===== config.mk =====
export PLATFORM = sky130hd
export DESIGN_NAME = rtch_mul
export DESIGN_NICKNAME = d
export VERILOG_FILES = /design/src/hw/rtl/rtch_pkg.sv /design/src/hw/rtl/rtch_mul.sv
export SDC_FILE = /design/constraint.sdc
export NUM_CORES = 2
export LEC_CHECK = 0
export BUFFER_PORTS_ARGS = -buffer_cell sky130_fd_sc_hd__buf_2
export CORE_ASPECT_RATIO = 1.2
export CORE_MARGIN = 5
export CORE_UTILIZATION = 36
export CTS_CLUSTER_DIAMETER = 120
export DETAILED_ROUTE_END_ITERATION = 8
export HOLD_SLACK_MARGIN = 0.15
export SLEW_MARGIN = 10
export SYNTH_ARGS = -nofsm -noshare
export SYNTH_HDL_FRONTEND = slang
export SYNTH_SLANG_ARGS = --single-unit
export TNS_END_PERCENT = 10

===== constraint.sdc =====
create_clock -name i_clk -period 9.5 [get_ports i_clk]
set_input_delay 2.85 -clock i_clk [delete_from_list [all_inputs] [get_ports i_clk]]
set_output_delay 2.85 -clock i_clk [all_outputs]
set_load 0.01 [all_outputs]

===== src/hw/rtl/rtch_pkg.sv =====
// ============================================================================
// rtch_pkg
// Shared widths, command codes and helpers for the closest-hit ray unit.
// ============================================================================
package rtch_pkg;

    // Chunk width of the pipelined multipliers (one partial product a stage)
    localparam int MUL_CH  = 24;

    // Fixed-point layout
    localparam int FRAC    = 16;
    localparam int T_W     = 31;
    localparam int W_COORD = 32;
    localparam int W_DIFF  = 33;
    localparam int W_NORM  = 51;
    localparam int W_SUM   = 86;
    localparam int W_MAG   = 85;
    localparam int W_IDX   = 10;
    localparam int W_CNT   = 11;
    localparam int APB_AW  = 2;

    localparam logic CMD_LOAD = 1'b0;
    localparam logic CMD_RAY  = 1'b1;

    localparam int NUM_CORNERS = 3;

    localparam logic [APB_AW-1:0] ADDR_TRI_COUNT = 2'd0;

    // Stages taken by an rtch_mul of the given operand widths
    function automatic int mul_lat(input int wa, input int wb);
        return ((wa + MUL_CH - 1) / MUL_CH) * ((wb + MUL_CH - 1) / MUL_CH);
    endfunction

endpackage


===== src/hw/rtl/rtch_mul.sv =====
// ============================================================================
// rtch_mul
// Pipelined signed multiplier: one chunk-by-chunk partial product per stage.
// ============================================================================
module rtch_mul #(
    parameter int WA = 33,
    parameter int WB = 33
) (
    input  logic                   i_clk,
    input  logic signed [WA-1:0]    i_a,
    input  logic signed [WB-1:0]    i_b,
    output logic signed [WA+WB-1:0] o_p
);

    localparam int CH  = rtch_pkg::MUL_CH;
    localparam int NA  = (WA + CH - 1) / CH;
    localparam int NB  = (WB + CH - 1) / CH;
    localparam int NS  = NA * NB;
    localparam int WP  = WA + WB;
    localparam int WAX = NA * CH;
    localparam int WBX = NB * CH;

    logic signed [WA-1:0] r_a   [NS];
    logic signed [WB-1:0] r_b   [NS];
    logic signed [WP-1:0] r_acc [NS];

    for (genvar s = 0; s < NS; s++) begin : g_step
        localparam int IA = s / NB;
        localparam int IB = s % NB;

        logic signed [WA-1:0]     a_in;
        logic signed [WB-1:0]     b_in;
        logic signed [WP-1:0]     acc_in;
        logic signed [WAX-1:0]    ax;
        logic signed [WBX-1:0]    bx;
        logic signed [CH:0]       ca;
        logic signed [CH:0]       cb;
        logic signed [2*CH+1:0]   pp;

        if (s == 0) begin : g_first
            assign a_in   = i_a;
            assign b_in   = i_b;
            assign acc_in = '0;
        end else begin : g_next
            assign a_in   = r_a[s-1];
            assign b_in   = r_b[s-1];
            assign acc_in = r_acc[s-1];
        end

        assign ax = WAX'(a_in);
        assign bx = WBX'(b_in);

        // only the top chunk carries the sign
        if (IA == NA - 1) begin : g_atop
            assign ca = $signed({ax[IA*CH+CH-1], ax[IA*CH +: CH]});
        end else begin : g_alow
            assign ca = $signed({1'b0, ax[IA*CH +: CH]});
        end
        if (IB == NB - 1) begin : g_btop
            assign cb = $signed({bx[IB*CH+CH-1], bx[IB*CH +: CH]});
        end else begin : g_blow
            assign cb = $signed({1'b0, bx[IB*CH +: CH]});
        end

        assign pp = ca * cb;

        always_ff @(posedge i_clk) begin
            r_a[s]   <= a_in;
            r_b[s]   <= b_in;
            r_acc[s] <= acc_in + (WP'(pp) <<< ((IA + IB) * CH));
        end
    end

    assign o_p = r_acc[NS-1];

endmodule


Word-level counts from Yosys, hierarchy flattened
Memory sizes are Yosys's and may differ from the RTL's.
Index checks and enable logic that the tools add are counted.
{ "classes": {"multipliers": 4, "add_sub_neg": 3} }
{ "ops": {"columns": ["cell", "count"], "rows": [
  ["adder 66 bit", 2],
  ["adder 66 x 58 -> 66 bit", 1],
  ["multiplier 24 x 24 -> 48 bit", 1],
  ["multiplier 25 x 9 -> 34 bit", 1],
  ["multiplier 9 x 25 -> 34 bit", 1],
  ["multiplier 9 x 9 -> 18 bit", 1]
]} }
{ "word_totals": {"regBits": 0, "mem_bits_rw": 528, "memories": 3, "word_cells": 10, "output_inout_bits": 66} }
{ "memory_table": {"columns": ["memory", "depth", "word_bits", "read_ports", "rd_clocked_by_memory_dff", "write_ports", "line_no", "source"], "rows": [
  ["r_acc", 4, 66, 4, 0, 4, "rtch_mul.sv:25", "logic signed [WP-1:0] r_acc [NS];"],
  ["r_a", 4, 33, 3, 0, 4, "rtch_mul.sv:23", "logic signed [WA-1:0] r_a [NS];"],
  ["r_b", 4, 33, 3, 0, 4, "rtch_mul.sv:24", "logic signed [WB-1:0] r_b [NS];"]
]} }

Logic depth before layout (Yosys ltp)
An unclocked memory read counts as a cell.
{ "logic_depth": {"depth_word": 3, "depth_mapped": 34, "ltp_nobuf": 32} }

Worst setup path before layout
OpenSTA, ideal clock, no wires.
{ "synth_timing": {"kind": "input to register", "from": "input i_a[16]", "to": "memory r_acc[0][47] (netlist name)", "path_buffers": 1, "path_stages": 25, "path_slack_ns": 0.427, "arrival_time_ns": 8.953, "setup_time_ns": 0.121, "path_cell_list": "clkbuf_1 nand2_1 fa_1 inv_1 fa_1 inv_1 fa_1 inv_1 fa_1 inv_1 fa_1 inv_1 fa_1 fa_1 ha_1 a21o_1 a21o_1 nand2_1 a2111oi_0 a211o_1 a31oi_1 o31ai_1 a41o_1 a21oi_1 xnor2_1"} }
{ "synth_lines": {"columns": ["element", "line_no", "source"], "rows": [
  ["start: declaration", "rtch_mul.sv:10", "input logic signed [WA-1:0] i_a,"],
  ["end: declaration", "rtch_mul.sv:25", null]
]} }

==> results.md <==
* Wire length of the first global-routing pass at 194000 um
* Cells after synthesis at 4901
* Final-report setup violation count at 0
* Via count of the first global-routing pass at 35400
* Worst path required time at 10.05 ns
* Share of synthesized area occupied by flip-flops and latches at 16.0%
* RSZ-0062 raised after global routing: false
* Highest-count cells in the layout ignoring fill and taps: inv_1, fa_1, nand2_1
* Fin Setup TNS at 0 ns
* Number of H-tree levels at 2
* Result of the run: complete, no violations
* Number of nets in the final layout at 6482
* Worst r2r src: r_a[1][24]$_DFF_P_
* Hold Path Class: reg2reg
* Count of port buffers added during placement at 132
* Total nets after synthesis at 6304
* Hold-fix buffers at CTS at 0
* Total global routing track utilization at 17.7%
* Final wirelength at 121000 um
* Cell area after synthesis at 46700 um^2
* Post-route standard cell area excluding fillers at 51800 um^2
* Transition time at the pin with the least slew margin at 0.893 ns
* Initial Utilization at 36.3%
* Number of gates resized after cts at 0
* Worst relative slew slack at 40.4%
* Post-synthesis async set-or-reset flop share at 0%
* Final HPWL DP at 103000 um
* Clk Latency, worst-skew pair at 0.62 ns
* Post-detailed-route DRC marker count at 0
* Nature of the critical path endpoint: flip-flop
* Final hold vios at 0
* Total congestion overflow after global routing at 0
* Placer Congestion at 0.891
* Number of antenna violations at the first check in global routing at 11
* Total via count in the routed design at 33200
* Worst clock skew at 0.0359 ns
* Start point of the critical path: i_b[2]
* Utilization after layout at 40.3%
* Yosys warnings at 0
* Layout overhead on the synthesized area at 11.0%
* Number of library cell types mapped by synthesis at 65
* Worst-path fanout max at 21
* Count of routing violations after the opening detailed-route iteration at 1642
* MaxCap Viol Count at 0
* Average instance area after synthesis at 9.52 um^2
* Max-slew violation count at 0
* Most common cell after layout, fill and taps aside: inv_1
* Post-synth EDFFs at 0
* Average wire length per cell after detail routing at 17.7 um
* Number of CTS-inserted buffers at 45
* Number of fill cells at 12800
* Worst setup path category: in2reg
* Die Wd at 339 um
* # rows at 144
* Synthesized flop and latch total at 372
* Fraction of final layout cells sized beyond drive strength 1 at 7.92%
* Main synth FF type: dfxtp_1
* Die span in y at 404 um
* Clock Path Buffers at 3
* Post-layout min period at 8.98 ns
* Core ar. at 129000 um^2
* Worst hold margin at 0.313 ns
* Cell area reported after detailed placement at 50200 um^2
* Critical Path AT at 9.53 ns
* Root buffer cell: clkbuf_16
* Top-level port count at 133
* Number of sinks handled by clock tree synthesis at 372
* Highest Clock Rate at 111 MHz
* DRT Pass-1 Iters at 5
* Number of buffers inserted by post-CTS setup repair at 0
* CTS clk-pin slew, worst paths at 0.06 ns
* Share of the clock period used by the worst path at 94.5%
* Largest net degree at the start of global routing at 23
* Type of element launching the critical path: input port
* Die area at 137000 um^2
* Post-route ant nets at 0
* Hold Startpoint: r_acc[0][1]$_DFF_P_
* Clock tree from TritonCTS: yes
* Number of vias per cell after detailed routing at 4.88
==> cells by family after synthesis <==
kind of cell | synth area share [%]
fa+ha+maj | 49.8
compound gates | 6.91
simple gates | 15.1
buf+inv | 8.45
flops | 16.0
xor+xnor | 3.79
==> path summary, 6_finish.rpt <==
check | end | slack, ns | cells after the start
worst max-delay path | r_acc[0][47]$_DFF_P_ | 0.52 | 23
worst min-delay path | r_acc[1][1]$_DFF_P_ | 0.31 | 0
worst min register to register | r_acc[1][1]$_DFF_P_ | 0.31 | 0
worst max register to register | r_acc[2][64]$_DFF_P_ | 0.88 | 30
==> cells in the mapped netlist (5+ instances only) <==
master | instances | area share, %
and2_1 | 437 | 5.9
fa_1 | 865 | 37
a211o_1 | 5 | 0.094
or2_2 | 8 | 0.11
xor2_1 | 54 | 1.0
o21a_1 | 25 | 0.40
nand2b_1 | 49 | 0.66
nand4_1 | 22 | 0.30
nand2_1 | 675 | 5.4
a221oi_1 | 5 | 0.094
nand3_1 | 38 | 0.41
a21oi_1 | 165 | 1.8
a31oi_1 | 17 | 0.23
clkbuf_1 | 165 | 1.3
o21bai_1 | 25 | 0.40
nor4_1 | 6 | 0.080
o21ai_0 | 88 | 0.94
inv_1 | 879 | 7.1
nor2b_1 | 49 | 0.66
a211oi_1 | 19 | 0.31
xnor2_1 | 146 | 2.7
o31ai_1 | 11 | 0.18
dfxtp_1 | 372 | 16
ha_1 | 471 | 13
nor2_1 | 95 | 0.76
or3_1 | 7 | 0.094
a31o_2 | 5 | 0.094
nor3_1 | 30 | 0.32
o211ai_1 | 13 | 0.21
and3_1 | 9 | 0.12
a21o_1 | 82 | 1.3
==> sequential cells by signal, indices dropped and copies added (netlist names) <==
register,cells
r_acc,246
r_b,75
r_a,51
==> critical path, stage by stage <==
cell      delay, ns
buf_2          0.38
and2_1         0.21
fa_1           0.43
fa_1           0.54
fa_1           0.56
inv_1          0.05
fa_1           0.48
fa_1           0.55
inv_1          0.06
fa_1           0.50
fa_1           0.42
ha_1           0.30
a21o_1         0.18
a21o_1         0.17
a21oi_1        0.24
o211ai_1       0.14
a21bo_2        0.28
a31oi_1        0.37
o31ai_1        0.12
buf_4          0.16
a41o_1         0.20
a21oi_1        0.17
xnor2_1        0.13
==> per-stage QoR <==
step / setup slack [ns] / instances
6_report: 0.520 / 6800
5_1_grt: 0.239 / 6795
4_1_cts: 0.588 / 6795
3_5_place_dp: -0.0636 / 6711
3_3_place_gp: -0.0649 / 6711
2_1_floorplan: 0.427 / 4901
==> cell type report <==
class / count / area, um^2 / area share (%)
diodes: 5 / 12.5 / 0.0242
clock buffers: 54 / 1220 / 2.36
clock inverters: 30 / 354 / 0.684
inverters: 879 / 3300 / 6.37
multi-input cells: 3480 / 35300 / 68.1
flip-flops and latches: 372 / 7450 / 14.4
well taps: 1679 / 2100 / 4.06
repair buffers: 301 / 2080 / 4.02
==> metal layers <==
layer	share of wire (%)	track usage [%]
met5	0.0066	0
met4	2.8	4.66
met3	5.9	2.49
met2	49	30.9
met1	42	23.1
Power is left out: the tool's default activity adds up to more than one toggle a clock period on the data nets, which glitch-free logic cannot reach.
